## src/hw/rtl/hsi_pkg.sv

```systemverilog
// package: shared types, constants and tables for the hsi color classifier
package hsi_pkg;

  localparam int unsigned CordicSteps = 16;
  localparam int unsigned AngW        = 26;  // q16 degrees, signed, covers +-360
  localparam int unsigned VecW        = 30;  // cordic vector width, signed
  localparam int unsigned FullQ16     = 360 * 65536;
  localparam int unsigned HalfQ16     = 180 * 65536;
  localparam int unsigned HueGuard    = 256;
  localparam int unsigned Sqrt3Q16    = 113512;
  // sum of all atan table entries, what a zero vector loses over the cordic
  localparam int unsigned AtanSumQ16  = 6545817;
  localparam int unsigned PlAddrW     = 5;

  // register byte addresses
  localparam logic [PlAddrW-1:0] RegHueLow  = 5'd0;
  localparam logic [PlAddrW-1:0] RegHueHigh = 5'd4;
  localparam logic [PlAddrW-1:0] RegSatLow  = 5'd8;
  localparam logic [PlAddrW-1:0] RegSatHigh = 5'd12;
  localparam logic [PlAddrW-1:0] RegLumLow  = 5'd16;
  localparam logic [PlAddrW-1:0] RegLumHigh = 5'd20;

  typedef struct packed {
    logic [8:0] hue_low;
    logic [8:0] hue_high;
    logic [6:0] sat_low;
    logic [6:0] sat_high;
    logic [6:0] lum_low;
    logic [6:0] lum_high;
  } hsi_cfg_t;

  // atan(2^-i) in degrees, q16
  function automatic logic [AngW-1:0] atan_q16(input logic [3:0] i);
    logic [AngW-1:0] v;
    unique case (i)
      4'd0:  v = 26'd2949120;
      4'd1:  v = 26'd1740967;
      4'd2:  v = 26'd919879;
      4'd3:  v = 26'd466945;
      4'd4:  v = 26'd234379;
      4'd5:  v = 26'd117305;
      4'd6:  v = 26'd58666;
      4'd7:  v = 26'd29335;
      4'd8:  v = 26'd14668;
      4'd9:  v = 26'd7334;
      4'd10: v = 26'd3667;
      4'd11: v = 26'd1833;
      4'd12: v = 26'd917;
      4'd13: v = 26'd458;
      4'd14: v = 26'd229;
      default: v = 26'd115;
    endcase
    return v;
  endfunction

endpackage

```

## src/hw/rtl/hsi_regs.sv

```systemverilog
// apb configuration registers holding the classification bounds
module hsi_regs import hsi_pkg::*; (
  input  logic               clk_i,
  input  logic               rst_ni,
  input  logic               psel,
  input  logic               penable,
  input  logic               pwrite,
  input  logic [PlAddrW-1:0] paddr,
  input  logic [31:0]        pwdata,
  output logic [31:0]        prdata,
  output hsi_cfg_t           cfg_o
);

  hsi_cfg_t cfg_q, cfg_d;
  logic     wr_en;

  assign wr_en = psel & penable & pwrite;

  // register write decode
  always_comb begin
    cfg_d = cfg_q;
    if (wr_en) begin
      unique case (paddr)
        RegHueLow:  cfg_d.hue_low  = pwdata[8:0];
        RegHueHigh: cfg_d.hue_high = pwdata[8:0];
        RegSatLow:  cfg_d.sat_low  = pwdata[6:0];
        RegSatHigh: cfg_d.sat_high = pwdata[6:0];
        RegLumLow:  cfg_d.lum_low  = pwdata[6:0];
        RegLumHigh: cfg_d.lum_high = pwdata[6:0];
        default: ;
      endcase
    end
  end

  always_ff @(posedge clk_i or negedge rst_ni) begin
    if (!rst_ni) begin
      cfg_q.hue_low  <= 9'd312;
      cfg_q.hue_high <= 9'd360;
      cfg_q.sat_low  <= 7'd17;
      cfg_q.sat_high <= 7'd100;
      cfg_q.lum_low  <= 7'd18;
      cfg_q.lum_high <= 7'd100;
    end else begin
      cfg_q <= cfg_d;
    end
  end

  // read mux
  always_comb begin
    prdata = '0;
    unique case (paddr)
      RegHueLow:  prdata = {23'd0, cfg_q.hue_low};
      RegHueHigh: prdata = {23'd0, cfg_q.hue_high};
      RegSatLow:  prdata = {25'd0, cfg_q.sat_low};
      RegSatHigh: prdata = {25'd0, cfg_q.sat_high};
      RegLumLow:  prdata = {25'd0, cfg_q.lum_low};
      RegLumHigh: prdata = {25'd0, cfg_q.lum_high};
      default:    prdata = '0;
    endcase
  end

  assign cfg_o = cfg_q;

endmodule

```

## config.mk

```make
export PLATFORM = sky130hd
export DESIGN_NAME = hsi_regs
export DESIGN_NICKNAME = d
export VERILOG_FILES = /design/src/hw/rtl/hsi_pkg.sv /design/src/hw/rtl/hsi_regs.sv
export SDC_FILE = /design/constraint.sdc
export NUM_CORES = 1
export LEC_CHECK = 0
export BUFFER_PORTS_ARGS = -buffer_cell sky130_fd_sc_hd__clkbuf_2
export CORE_ASPECT_RATIO = 1.2
export CORE_MARGIN = 10
export CORE_UTILIZATION = 40
export DETAILED_ROUTE_END_ITERATION = 8
export PLACE_DENSITY = 0.72
export SYNTH_ARGS = -nofsm -noshare
export SYNTH_HDL_FRONTEND = slang
export SYNTH_SLANG_ARGS = --single-unit
```

## constraint.sdc

```tcl
create_clock -name clk_i -period 2.1 [get_ports clk_i]
set_input_delay 0 -clock clk_i [delete_from_list [all_inputs] [get_ports clk_i]]
set_output_delay 0 -clock clk_i [all_outputs]
set_load 0.05 [all_outputs]
```

==> flow_metrics.py <==
metrics = {
    "status": {
        "status": "finished clean",
    },
    "global_route": {
        "overflow": 0,
        "antenna_found_initial": 0,
        "grt_pass1_wl_um": 9820,
        "grtUsageTotal_pct": 13.0,
        "grt_pass1_vias": 1747,
        "grt_max_degree": 26,
    },
    "detailed_routing": {
        "routedWlPerCell_um": 18.6,
        "drt_pass1_iterations": 2,
        "vias": 1609,
        "wl_um": 6220,
        "drtIter0Drc": 45,
        "drc_errors": 0,
        "via_per_inst": 4.80,
        "final_antenna_net_count": 0,
    },
    "place": {
        "dp_cells": 324,
        "dp_worst_setup_slack_ns": 0.418,
        "dp_hpwl_um": 4740,
        "io_buffers": 73,
        "gp_congestion": 0.707,
    },
    "logic_synthesis": {
        "syn_area_mm2": 0.00237,
        "synth-edff-count": 0,
        "yosys.area.top_type": "dfrtp_1",
        "ys.warnings.count": 0,
        "ys_ff_latch": 46,
        "synth.top_cells.by_area": "dfrtp_1 (30%), mux2_2 (25%), dfstp_2 (20%)",
        "synth.most_common_cell": "mux2_2",
        "ys_seq_area_share_pct": 49.4,
        "netlist.area_leader.share_pct": 29.5,
        "synth_cells": 172,
        "synthTopCellsByCount": "mux2_2 (53), dfrtp_1 (28), buf_4 (24), dfstp_2 (18), mux2i_1 (16)",
        "synth_flop_cell": "dfrtp_1",
        "synth.distinct_cells": 21,
        "avgSynthCellArea_um2": 13.8,
        "synthArstFlopShare_pct": 100,
    },
    "die": {
        "die_y_um": 104,
        "die_w_um": 90.3,
        "start_util_pct": 41.6,
        "ios": 120,
        "design.die.area_mm2": 0.00943,
        "core_mm2": 0.00571,
        "rows": 30,
    },
    "power_and_ir_drop": {
        "powerDensity_mw_per_mm2": 796,
        "p_leak_nw": 1.51,
        "ir_drop_mv": 0.358,
    },
    "timing": {
        "rsz0062_at_grt": "false",
        "finClkSkew_ns": 0,
        "timing.final.crit_share_pct": 73.8,
        "tightest_slew_ns": 0.591,
        "drv_slew": 0,
        "finalSetupTns_ns": 0,
        "timing.final.ws_setup_ns": 0.550,
        "finalSetupViolCount": 0,
        "max_slew_margin_pct": 60.6,
        "hold_viol": 0,
        "fmax_mhz": 645,
        "fin_crit_ns": 1.55,
    },
    "cts": {
        "postCtsSetupRepairBufs": 0,
        "cts_tree": "yes",
        "cts_made_buffers": 5,
        "clock_path_buffers": 2,
        "cts_root_buf": "clkbuf_8",
        "postCtsResizedCells": 0,
        "clkSinkCount": 46,
        "clkLatencyLatePin_ns": 0.30,
        "clk_transition_reported_paths_ns": 0.08,
        "htreeDepth": 2,
    },
    "setup_path": {
        "timing.rr.end": "cfg_o[38]$_DFFE_PN0P_",
        "cp-end-kind": "primary output",
        "r2r-start": "cfg_o[38]$_DFFE_PN0P_",
        "crit_end": "prdata[6]",
        "path_max_fanout": 7,
        "critical_path.startpoint_type": "input pin",
        "worstSetupStartpoint": "paddr[1]",
        "path_buf_inv": 3,
        "cp_slowest_cell": "or4b_1",
        "worstPathCellList": "clkbuf_2 -> or4b_1 -> buf_4 -> o221ai_1 -> clkbuf_2",
        "cp_common_cell": "clkbuf_2",
        "crit_type": "in -> out",
        "reg2reg_slack_ns": 1.31,
        "cp_slowest_stage_delay_ns": 0.69,
        "worst-r2r-cell-count": 1,
        "crit_arrival_ns": 1.55,
        "path_depth": 5,
        "critPathRequiredTime_ns": 2.10,
        "cp_top_family": "simple AND/OR/NAND/NOR gates",
    },
    "worst_hold_path": {
        "hp-start": "pwdata[4]",
        "hold_class": "in -> reg",
    },
    "finish": {
        "diodes": 0,
        "syn_to_final_growth_pct": 22.5,
        "fin_nets": 296,
        "final_cells": 335,
        "largest_register_ffs": 46,
        "drive_gt1_share_pct": 64.7,
    },
    "job": {
        "cap_violations": 0,
    },
}
metal layers:
layer | global-route usage, % | vias to the layer above | share of wire (%)
li1 | - | 744 | -
met1 | 14.1 | 805 | 39
met2 | 22.6 | 54 | 52
met3 | 5.05 | 6 | 7.5
met4 | 4.10 | 0 | 1.3
met5 | 0 | - | 0
worst min path at each step:
stage                                 end  slack, ns  cells after the start
floorplan            cfg_o[0]$_DFFE_PN0P_      -0.30                      0
global placement    cfg_o[37]$_DFFE_PN0P_       0.03                      1
detailed placement  cfg_o[37]$_DFFE_PN0P_       0.03                      1
CTS                 cfg_o[24]$_DFFE_PN0P_      0.002                      2
global route         cfg_o[4]$_DFFE_PN0P_       0.01                      2
finish              cfg_o[11]$_DFFE_PN1P_       0.02                      2
kinds of logic (layout without fill, tap and decap cells):
logic type | Yosys count | after routing | synth area share (%)
simple gates | 21 | 21 | 7.32
flops | 46 | 46 | 49.4
other cells | 1 | 23 | 0.158
compound gates | 7 | 7 | 2.58
mux | 69 | 69 | 31.9
buf+inv | 28 | 89 | 8.64
cells in the final DEF, fill, tap and decap left out, types with 2 or more instances in the layout:
cell	synthesis	routed
nand2_1	7	7
clkbuf_2	0	73
clkbuf_1	0	2
dfrtp_1	28	28
dlygate4sd3_1	0	3
mux2_2	53	53
clkbuf_8	0	5
nor2_4	2	2
nor2_1	2	2
buf_4	24	4
nor2_2	2	2
o221ai_1	7	7
nor2_8	2	2
dfstp_2	18	18
mux2i_1	16	16
conb_1	1	23
where the power goes:
group,total (mW),switching [mW],internal (mW)
registers,1.04,0.0546,0.980
logic,0.647,0.490,0.157
clock network,0.634,0.278,0.356
total,2.32,0.822,1.49
cell type report:
class / instances / area (µm²)
fillers: 552 / 2800
clock buffers: 7 / 76.3
flip-flops and latches: 46 / 1170
repair buffers: 81 / 445
clock inverters: 1 / 30.0
multi-input cells: 120 / 1080
well taps: 80 / 100
metrics by stage:
step	power (mW)	util, %	hold WS, ns	instance area [µm²]
after CTS	2.35	51.0	0.00228	2910
final	2.32	51.0	0.0159	2910
after global placement	1.69	48.6	0.0259	2770
after global routing	2.42	51.0	0.0107	2910
after detailed placement	1.70	48.6	0.0288	2770
after floorplan	1.57	-	-0.296	2460
what timing repair did:
action	4_1_cts	5_1_grt
hold buffers	3	0
endpoints found under the setup margin	0	0
endpoints found under the hold margin	15	0
Note: power is estimated with default switching activity, not from simulation.
