<file path="src/hw/rtl/hsi_pkg.sv">
// package: shared types, constants and tables for the hsi color classifier
package hsi_pkg;

  localparam int unsigned CordicSteps = 16;
  localparam int unsigned AngW        = 26;  // q16 degrees, signed, covers +-360
  localparam int unsigned VecW        = 30;  // cordic vector width, signed
  localparam int unsigned FullQ16     = 360 * 65536;
  localparam int unsigned HalfQ16     = 180 * 65536;
  localparam int unsigned HueGuard    = 256;
  localparam int unsigned Sqrt3Q16    = 113512;
  // sum of all atan table entries, what a zero vector loses over the cordic
  localparam int unsigned AtanSumQ16  = 6545817;
  localparam int unsigned PlAddrW     = 5;

  // register byte addresses
  localparam logic [PlAddrW-1:0] RegHueLow  = 5'd0;
  localparam logic [PlAddrW-1:0] RegHueHigh = 5'd4;
  localparam logic [PlAddrW-1:0] RegSatLow  = 5'd8;
  localparam logic [PlAddrW-1:0] RegSatHigh = 5'd12;
  localparam logic [PlAddrW-1:0] RegLumLow  = 5'd16;
  localparam logic [PlAddrW-1:0] RegLumHigh = 5'd20;

  typedef struct packed {
    logic [8:0] hue_low;
    logic [8:0] hue_high;
    logic [6:0] sat_low;
    logic [6:0] sat_high;
    logic [6:0] lum_low;
    logic [6:0] lum_high;
  } hsi_cfg_t;

  // atan(2^-i) in degrees, q16
  function automatic logic [AngW-1:0] atan_q16(input logic [3:0] i);
    logic [AngW-1:0] v;
    unique case (i)
      4'd0:  v = 26'd2949120;
      4'd1:  v = 26'd1740967;
      4'd2:  v = 26'd919879;
      4'd3:  v = 26'd466945;
      4'd4:  v = 26'd234379;
      4'd5:  v = 26'd117305;
      4'd6:  v = 26'd58666;
      4'd7:  v = 26'd29335;
      4'd8:  v = 26'd14668;
      4'd9:  v = 26'd7334;
      4'd10: v = 26'd3667;
      4'd11: v = 26'd1833;
      4'd12: v = 26'd917;
      4'd13: v = 26'd458;
      4'd14: v = 26'd229;
      default: v = 26'd115;
    endcase
    return v;
  endfunction

endpackage

</file>
<file path="src/hw/rtl/hsi_cordic_stage.sv">
// one registered cordic vectoring iteration with its valid bit
module hsi_cordic_stage import hsi_pkg::*; #(
  parameter int unsigned Step = 0
) (
  input  logic                   clk_i,
  input  logic                   rst_ni,
  input  logic                   en_i,
  input  logic                   valid_i,
  input  logic signed [VecW-1:0] x_i,
  input  logic signed [VecW-1:0] y_i,
  input  logic signed [AngW-1:0] z_i,
  input  logic [22:0]            side_i,
  output logic                   valid_o,
  output logic signed [VecW-1:0] x_o,
  output logic signed [VecW-1:0] y_o,
  output logic signed [AngW-1:0] z_o,
  output logic [22:0]            side_o
);

  logic signed [VecW-1:0] xs, ys, x_d, y_d, x_q, y_q;
  logic signed [AngW-1:0] z_d, z_q;
  logic [22:0]            side_q;
  logic                   valid_q;
  logic [AngW-1:0]        ang;

  assign xs  = x_i >>> Step;
  assign ys  = y_i >>> Step;
  assign ang = atan_q16(4'(Step));

  // rotate toward the x axis
  always_comb begin
    if (y_i > 0) begin
      x_d = x_i + ys;
      y_d = y_i - xs;
      z_d = z_i + $signed(ang);
    end else begin
      x_d = x_i - ys;
      y_d = y_i + xs;
      z_d = z_i - $signed(ang);
    end
  end

  always_ff @(posedge clk_i or negedge rst_ni) begin
    if (!rst_ni) begin
      valid_q <= 1'b0;
    end else if (en_i) begin
      valid_q <= valid_i;
    end
  end

  always_ff @(posedge clk_i) begin
    if (en_i) begin
      x_q    <= x_d;
      y_q    <= y_d;
      z_q    <= z_d;
      side_q <= side_i;
    end
  end

  assign valid_o = valid_q;
  assign x_o     = x_q;
  assign y_o     = y_q;
  assign z_o     = z_q;
  assign side_o  = side_q;

endmodule
</file>
<file path="config.mk">
export PLATFORM = sky130hd
export DESIGN_NAME = hsi_cordic_stage
export DESIGN_NICKNAME = d
export VERILOG_FILES = /design/src/hw/rtl/hsi_pkg.sv /design/src/hw/rtl/hsi_cordic_stage.sv
export SDC_FILE = /design/constraint.sdc
export NUM_CORES = 1
export LEC_CHECK = 0
export BUFFER_PORTS_ARGS = -buffer_cell sky130_fd_sc_hd__buf_4
export CORE_MARGIN = 3
export CORE_UTILIZATION = 55
export CTS_BUF_LIST = sky130_fd_sc_hd__clkbuf_16
export DETAILED_ROUTE_END_ITERATION = 6
export MAX_ROUTING_LAYER = met4
export PLACE_DENSITY = 0.91
export SYNTH_ARGS = -nofsm -noshare
export SYNTH_HDL_FRONTEND = slang
export SYNTH_SLANG_ARGS = --single-unit
</file>
<file path="constraint.sdc">
create_clock -name clk_i -period 0.8 [get_ports clk_i]
set_clock_uncertainty 0.05 [all_clocks]
set_input_delay 0.04 -clock clk_i [delete_from_list [all_inputs] [get_ports clk_i]]
set_output_delay 0.04 -clock clk_i [all_outputs]
set_load 0.03 [all_outputs]
</file>
==> results of run 1 <==
metrics by stage:
stage / setup TNS, ns / area, um2 / std cells / setup WS (ns) / hold slack [ns]
after detailed placement: -115.63 / 13000 / 1587 / -1.94 / -0.231
after global placement: -111.02 / 13000 / 1587 / -1.90 / -0.235
after floorplan: -77.82 / 9200 / 912 / -1.68 / -0.306
kinds of logic after synthesis:
family | share of synthesized area
buf+inv | 0.0600
flops | 0.379
xor+xnor | 0.0670
fa+ha+maj | 0.147
mux | 0.0117
compound gates | 0.216
simple gates | 0.120
==> metrics.md, run 1 <==
| Metric | Value |
|---|---|
| Yosys cell types | `73` |
| Mapped Cells | `912` |
| Area leader, netlist | `edfxtp_1` |
| Starting Density | `0.566` |
| Status | `aborted with a tool error` |
| Gpl congestion | `1.08` |
| Most common cell in the netlist | `edfxtp_1` |
| Post-DP HPWL | `24.7 mm` |
| CTS Buf Count | `9` |
| Top cells by area in the synthesized netlist | `edfxtp_1, ha_1, a21oi_1` |
| Die Ht | `131 um` |
| Synth Flop Type | `edfxtp_1` |
| Stopped at | `clock tree synthesis (4_1_cts)` |
| Number of synthesized flops with an enable pin | `~110` |
| Synth Cell Area | `8630 um2` |
| Die W | `131 um` |
| Clock tree sinks | `109` |
| Hold_buf cts | `43` |
| Avg Inst Size Synth | `roughly 9.5 um2` |
| Synth top area share | `0.376` |
| Root Driver | `clkbuf_16` |
| Syn_nets | `1,124` |
| Commonest cells post-synth | `edfxtp_1, a21oi_1, ha_1` |
| Setup Buffers After CTS | `47` |
| Yosys reg bits | `between 100 and 150` |
| PostCTS Resize Cnt | `roughly 330` |
| Total number of yosys warnings | `0` |
| I/O Buffers | `222` |
| CTS Buffer Depth | `2` |
| # IOs | `223` |
| Share of async-settable or async-resettable flops after synthesis | `0.00917` |
| H-tree Lvls | `3` |
| Log Error | `[ERROR DPL-0038] Utilization greater than 100%, impossible to legalize` |
| Row count | `45` |
| Post-synthesis sequential area ratio | `0.379` |
==> inputs of run 2 (changes only) <==
CORE_UTILIZATION = 40   (was 55)
CTS_BUF_LIST = default   (was sky130_fd_sc_hd__clkbuf_16)
MAX_ROUTING_LAYER = default   (was met4)
PLACE_DENSITY = default   (was 0.91)
PLACE_DENSITY_LB_ADDON = 0.15   (was default)
==> run 2 against run 1 <==
Compared with the run above: the flow now finishes, with violations (negative hold slack, negative setup slack); synthesized cell count did not move; area after synthesis unchanged.
==> metrics.md, run 2 <==
| Metric | Value |
|---|---|
| Row count | `53` |
| Most frequent cells in the layout | `buf_4, buf_6, edfxtp_1` |
| Clock tree sinks | `109` |
| Reg clk slew, reported paths | `roughly 0.080 ns` |
| Starting Density | `0.409` |
| Share of layout cells above drive strength 1 | `0.529` |
| Die Ht | `153 um` |
| Gpl congestion | `0.955` |
| Slew Viols, Final | `0` |
| CTS Buf Count | `9` |
| Worst-Skew Late Latency | `about 0.37 ns` |
| Final Setup Violations | `178` |
| Commonest non-fill, non-tap cell in the layout | `buf_4` |
| Post-route worst setup slack | `-1.53 ns` |
| Maximum clock frequency | `428 MHz` |
| # diodes | `0` |
| H-tree Lvls | `3` |
| Global-route wire length before repair | `between 50 and 60 mm` |
| DRT iter0 DRCs | `721` |
| Vias in the first global route | `9,171` |
| Top layer in use | `met4` |
| Commonest cells post-synth | `edfxtp_1, a21oi_1, ha_1` |
| Post-Place Setup Slack | `-2.00 ns` |
| Yosys reg bits | `approximately 110` |
| Synth Flop Type | `edfxtp_1` |
| Final worst-path cycle share | `2.92` |
| CTS Buffer Depth | `2` |
| Die Area | `23,400 um2` |
| Hold depth | `3` |
| Max-Slew Margin vs Limit | `0.665` |
| Area Overhead vs Synth | `85.2%` |
| Hold Slack | `-0.00286 ns` |
| Status | `complete, but fails checks` |
| GR Overflow Total | `0` |
| Required @ worst endpoint | `just under 0.9 ns` |
| # IOs | `between 200 and 250` |
| CTS tree | `built` |
| Antenna-violating nets left | `0` |
| Die W | `roughly 150 um` |
| I/O Buffers | `approximately 220` |
| Synth top area share | `0.376` |
| Max Cap Viol | `0` |
| Total number of yosys warnings | `0` |
| Routed length on met2 | `16.5 mm` |
| Routed len/inst | `19.2 um` |
| Yosys cell types | `73` |
| Layout Nets | `1,696` |
| Worst Path Arrival | `2.41 ns` |
| Number of synthesized flops with an enable pin | `108` |
| Reg2Reg Depth | `1` |
| Met3 Wirelength | `2.27 mm` |
| Final hold vios | `1` |
| Area leader, netlist | `edfxtp_1` |
| Pwr/cell area | `1540 nW/um2` |
| VDD IR max | `about 0.00097 V` |
| Core area | `between 20,000 and 25,000 um2` |
| Fin crit period | `between 2 and 2.5 ns` |
| Post-Route WL | `33.9 mm` |
| Post-synthesis sequential area ratio | `0.379` |
| Worst min-delay path category | `input pin to flop` |
| Crit end category | `flop` |
| RSZ-0062 raised after global routing | `true` |
| Post-DP HPWL | `23.2 mm` |
| Worst-Margin Slew | `0.500 ns` |
| Crit Path Max Fanout | `4` |
| Syn_nets | `1,124` |
| Critical path startpoint category | `input pin` |
| Max FFs per register | `30` |
| Avg Inst Size Synth | `9.46 um2` |
| Via count | `9,385` |
| Gr usage total | `0.269` |
| Largest net degree at the start of global routing | `42` |
| Root Driver | `clkbuf_16` |
| Share of async-settable or async-resettable flops after synthesis | `0.00917` |
| Drt pass-1 iters | `5` |
| Final setup TNS | `-105.03 ns` |
| Top cells by area in the synthesized netlist | `edfxtp_1, ha_1, a21oi_1` |
| Static Leak | `7.09 nW` |
| Mapped Cells | `912` |
| Drt via density | `5.32` |
| Synth Cell Area | `8630 um2` |
| Initial antenna violation count | `0` |
| Power after layout | `0.0246 W` |
| Remaining DRCs | `0` |
| Crit Path Category | `input pin to flop` |
| Most common cell in the netlist | `edfxtp_1` |
| Post-Route M1 WL | `14.0 mm` |
| Violated checks | `negative hold slack, negative setup slack` |
run 2: final cells by class:
cell class	count	area, um2
clock buffer	9	225
clock inverter	7	80.1
fill	1432	5110
inverter	90	374
multi-input combinational	673	6150
sequential	109	3270
tap	275	344
timing repair buffer	601	5530
run 2: worst max-delay path: stages:
cell and delay, ns:
buf_4 0.12, buf_4 0.13, nor2_1 0.27, nand4_1 0.15
nor2_1 0.13, or2_4 0.17, inv_4 0.06, fa_2 0.37
inv_2 0.07, a21oi_2 0.05, o21bai_1 0.18, a21oi_1 0.10
o21bai_1 0.20, a21o_1 0.17, a21oi_2 0.06, xnor2_1 0.13
run 2: kinds of logic after synthesis:
kind of cell / Yosys count / synth area share
AO/OA/AOI/OAI: 288 / 0.216
AND/OR/NAND/NOR: 210 / 0.120
buffers and inverters: 130 / 0.0600
flip-flops: 109 / 0.379
adder cells (fa/ha/maj): 99 / 0.147
XOR/XNOR: 66 / 0.0670
multiplexers: 10 / 0.0117
run 2: worst paths after layout:
| kind | from | endpoint | slack, ns |
|---|---|---|---|
| min in group asynchronous | rst_ni | valid_o | 0.45 |
| max in group asynchronous | rst_ni | valid_o | 0.14 |
| min reg2reg | valid_o | valid_o | 0.49 |
| max | y_i[14] | z_o[24] | -1.53 |
| min | z_i[25] | z_o[25] | -0.003 |
| max reg2reg | valid_o | valid_o | -0.03 |
run 2: per-layer routing:
metal,up-vias,GRT usage
met3,71,0.0357
met4,0,0.0887
met5,-,0
met2,402,0.456
li1,4417,-
met1,4495,0.358
run 2: through the flow:
step                      hold WS [ns]  instances  cell area, um2  utilization
after floorplan                 -0.306        912            9200            -
after global routing            0.0132       1764           16000        0.758
after CTS                     -0.00345       1729           15100        0.715
final                         -0.00286       1764           16000        0.758
after detailed placement        -0.230       1649           13100        0.619
after global placement          -0.234       1649           13100        0.619
run 2: timing repair:
item                                    4_1_cts  5_1_grt
gates resized for setup                     237      128
endpoints found under the setup margin      178      178
hold buffers                                 42        0
setup buffers                                22       37
hold endpoints to repair                     42        0
pin swaps                                    69       96
cloned                                        5        4
run 2: report_power, final:
group          switching (W)  internal, W  total [W]  leakage (nW)
combinational        0.00628      0.00595     0.0122          5.88
sequential          0.000363      0.00731    0.00767          1.07
clock                0.00248      0.00223    0.00471         0.146
total                0.00912       0.0155     0.0246          7.09
Note: power is estimated with default switching activity, not from simulation.
==> inputs of run 3 (changes only) <==
clock period = 2.24 ns   (was 0.8 ns; I/O delays follow)
==> run 3 against run 2 <==
Compared with the run above: hold slack gained 0.017 ns; routed wire length shrank 13%; flip-flop and latch count is the same; design area shrank 7.5%; sequential share of layout area grew 1.7 points; worst setup slack gained 1.3 ns; largest cell class unchanged; die area is the same; global-route usage shrank 3.2 points; count of clock-buffer cells in the layout is the same; the run ends with negative setup slack left; cell count shrank 2.4%.
==> metrics.md, run 3 (synthesis results as in run 2) <==
| Metric | Value |
|---|---|
| Area Overhead vs Synth | `71.3%` |
| Gpl congestion | `0.919` |
| Status | `complete, but fails checks` |
| Root Driver | `clkbuf_16` |
| Max Cap Viol | `0` |
| Starting Density | `0.409` |
| Combinational power share | `0.470` |
| Hold depth | `2` |
| CP cell instances | `buf_4 -> nor4_2 -> nand4_1 -> nor2_1 -> or2_4 -> buf_4 -> ha_4 -> a21o_1 -> a21oi_2 -> o21bai_1 -> a21oi_2 -> o21bai_1 -> a21oi_2 -> o21ai_1 -> xnor2_1` |
| Worst-Margin Slew | `0.807 ns` |
| # IOs | `223` |
| Max FFs per register | `30` |
| Vias in the first global route | `between 8,000 and 9,000` |
| Post-DP HPWL | `22.2 mm` |
| Routed len/inst | `17.1 um` |
| Post-Route WL | `29.5 mm` |
| Final worst-path cycle share | `1.11` |
| CTS Buf Count | `9` |
| # diodes | `0` |
| Required @ worst endpoint | `2.30 ns` |
| Clock network fraction of total power | `0.206` |
| Most frequent cells in the layout | `buf_4, edfxtp_1, a21oi_1` |
| Max-Slew Margin vs Limit | `0.462` |
| DRT iter0 DRCs | `550` |
| Antenna-violating nets left | `0` |
| Die Ht | `roughly 150 um` |
| Share of layout cells above drive strength 1 | `0.487` |
| H-tree Lvls | `3` |
| Core area | `21,100 um2` |
| Sw Ratio | `0.368` |
| Fin crit period | `approximately 2.5 ns` |
| Worst Path Arrival | `approximately 2.5 ns` |
| CTS tree | `built` |
| Sequential power share | `0.324` |
| Post-Place Setup Slack | `-0.604 ns` |
| Cell Int Power | `approximately 0.0052 W` |
| RR Startpoint | `valid_o` |
| Static Leak | `6.58 nW` |
| Clock tree sinks | `about 110` |
| Inst Count DP | `1,624` |
| Critical path startpoint category | `input pin` |
| Worst-Skew Late Latency | `0.36 ns` |
| Max stage delay on crit path | `0.32 ns` |
| Gr usage total | `0.237` |
| Maximum clock frequency | `just over 400 MHz` |
| Worst hold endpoint | `z_o[16]` |
| Final Setup Violations | `24` |
| Reg clk slew, reported paths | `0.08 ns` |
| Die W | `153 um` |
| Top cell by count, worst path | `a21oi_2` |
| Row count | `53` |
| RSZ-0062 raised after global routing | `true` |
| Critical R2R Capture | `valid_o` |
| Drt via density | `between 5 and 6` |
| Layout Nets | `1,654` |
| Slowest CP cell | `nor4_2` |
| Min-delay src | `z_i[16]` |
| Remaining DRCs | `0` |
| I/O Buffers | `222` |
| Fin util | `0.701` |
| Crit end category | `flop` |
| Worst min-delay path category | `input pin to flop` |
| CTS Buffer Depth | `2` |
| Initial antenna violation count | `0` |
| VDD IR max | `around 0.00038 V` |
| Post-Layout Cell Count | `1,722` |
| Commonest non-fill, non-tap cell in the layout | `buf_4` |
| Global-route wire length before repair | `45.1 mm` |
| Crit Path Max Fanout | `4` |
| Final hold vios | `0` |
| Slew Viols, Final | `0` |
| Sw power | `0.00304 W` |
| Pwr/cell area | `560 nW/um2` |
| Via count | `8,872` |
| Violated checks | `negative setup slack` |
| GR Overflow Total | `0` |
| Largest net degree at the start of global routing | `64` |
| Worst reg-to-reg setup slack | `1.43 ns` |
| Die Area | `23,400 um2` |
| Post-route worst setup slack | `-0.239 ns` |
| Reg2Reg Depth | `1` |
| Drt pass-1 iters | `5` |
| Crit Path Category | `input pin to flop` |
==> run 3: cell count changes in the layout (fill, tap and decap cells not counted), sizes merged <==
cell / before / now
buf: 556 / 517
clkbuf: 12 / 10
clkinv: 5 / 7
dlygate4sd3: 42 / 41
inv: 90 / 88
==> run 3: how the worst max path moves through the flow <==
stage | start | to | cells after the start
4_1_cts | x_i[2] | y_o[21] | 13
3_3_place_gp | x_i[0] | x_o[18] | 15
2_1_floorplan | y_i[23] | z_o[24] | 16
6_report | y_i[16] | z_o[25] | 15
5_1_grt | y_i[16] | z_o[24] | 15
3_5_place_dp | y_i[1] | z_o[24] | 16
==> run 3: final cells by class <==
cell class              count  area (um2)
fillers                  1630        6310
multi-input cells         673        5970
repair buffers            559        4510
flip-flops and latches    109        3270
inverters                  90         374
well taps                 275         344
clock buffers               9         225
clock inverters             7        93.8
==> run 3: what timing repair did <==
item | in CTS | in global routing
pin swaps | 43 | 103
setup endpoints to repair | 35 | 39
hold buffers | 41 | 0
buffers inserted | 18 | 30
gates cloned | 0 | 0
endpoints found under the hold margin | 41 | 0
resized for setup | 86 | 138
==> run 3: layer usage <==
layer | vias up | global-route usage | part of all wire
li1 | 4337 | - | -
met1 | 4226 | 0.319 | 0.43
met2 | 284 | 0.406 | 0.50
met3 | 25 | 0.0382 | 0.058
met4 | 0 | 0.0530 | 0.013
met5 | - | 0 | 0
==> run 3: power groups by stage <==
stage               combinational, W  clock [W]  sequential [W]
finish                       0.00388    0.00171         0.00268
global placement             0.00331          0         0.00273
floorplan                    0.00129          0         0.00329
global route                 0.00414    0.00182         0.00271
CTS                          0.00359    0.00177         0.00269
detailed placement           0.00335          0         0.00273
==> run 3: metrics by stage <==
| step | total power (W) | hold WS (ns) | instance area [um2] | TNS (ns) |
|---|---|---|---|---|
| after global routing | 0.00867 | 0.0146 | 14800 | -5.13 |
| after floorplan | 0.00458 | -0.234 | 8980 | -2.19 |
| after global placement | 0.00604 | -0.156 | 12700 | -22.28 |
| after detailed placement | 0.00608 | -0.157 | 12700 | -23.84 |
| final | 0.00827 | 0.0137 | 14800 | -1.90 |
| after CTS | 0.00805 | 0.00461 | 14000 | -0.338 |
==> run 3: worst max-delay path, delay by kind of cell <==
kind	cells	cell delay [ns]
simple gates	4	0.89
fa+ha+maj	1	0.18
xor+xnor	1	0.13
compound gates	7	0.94
buf+inv	2	0.28
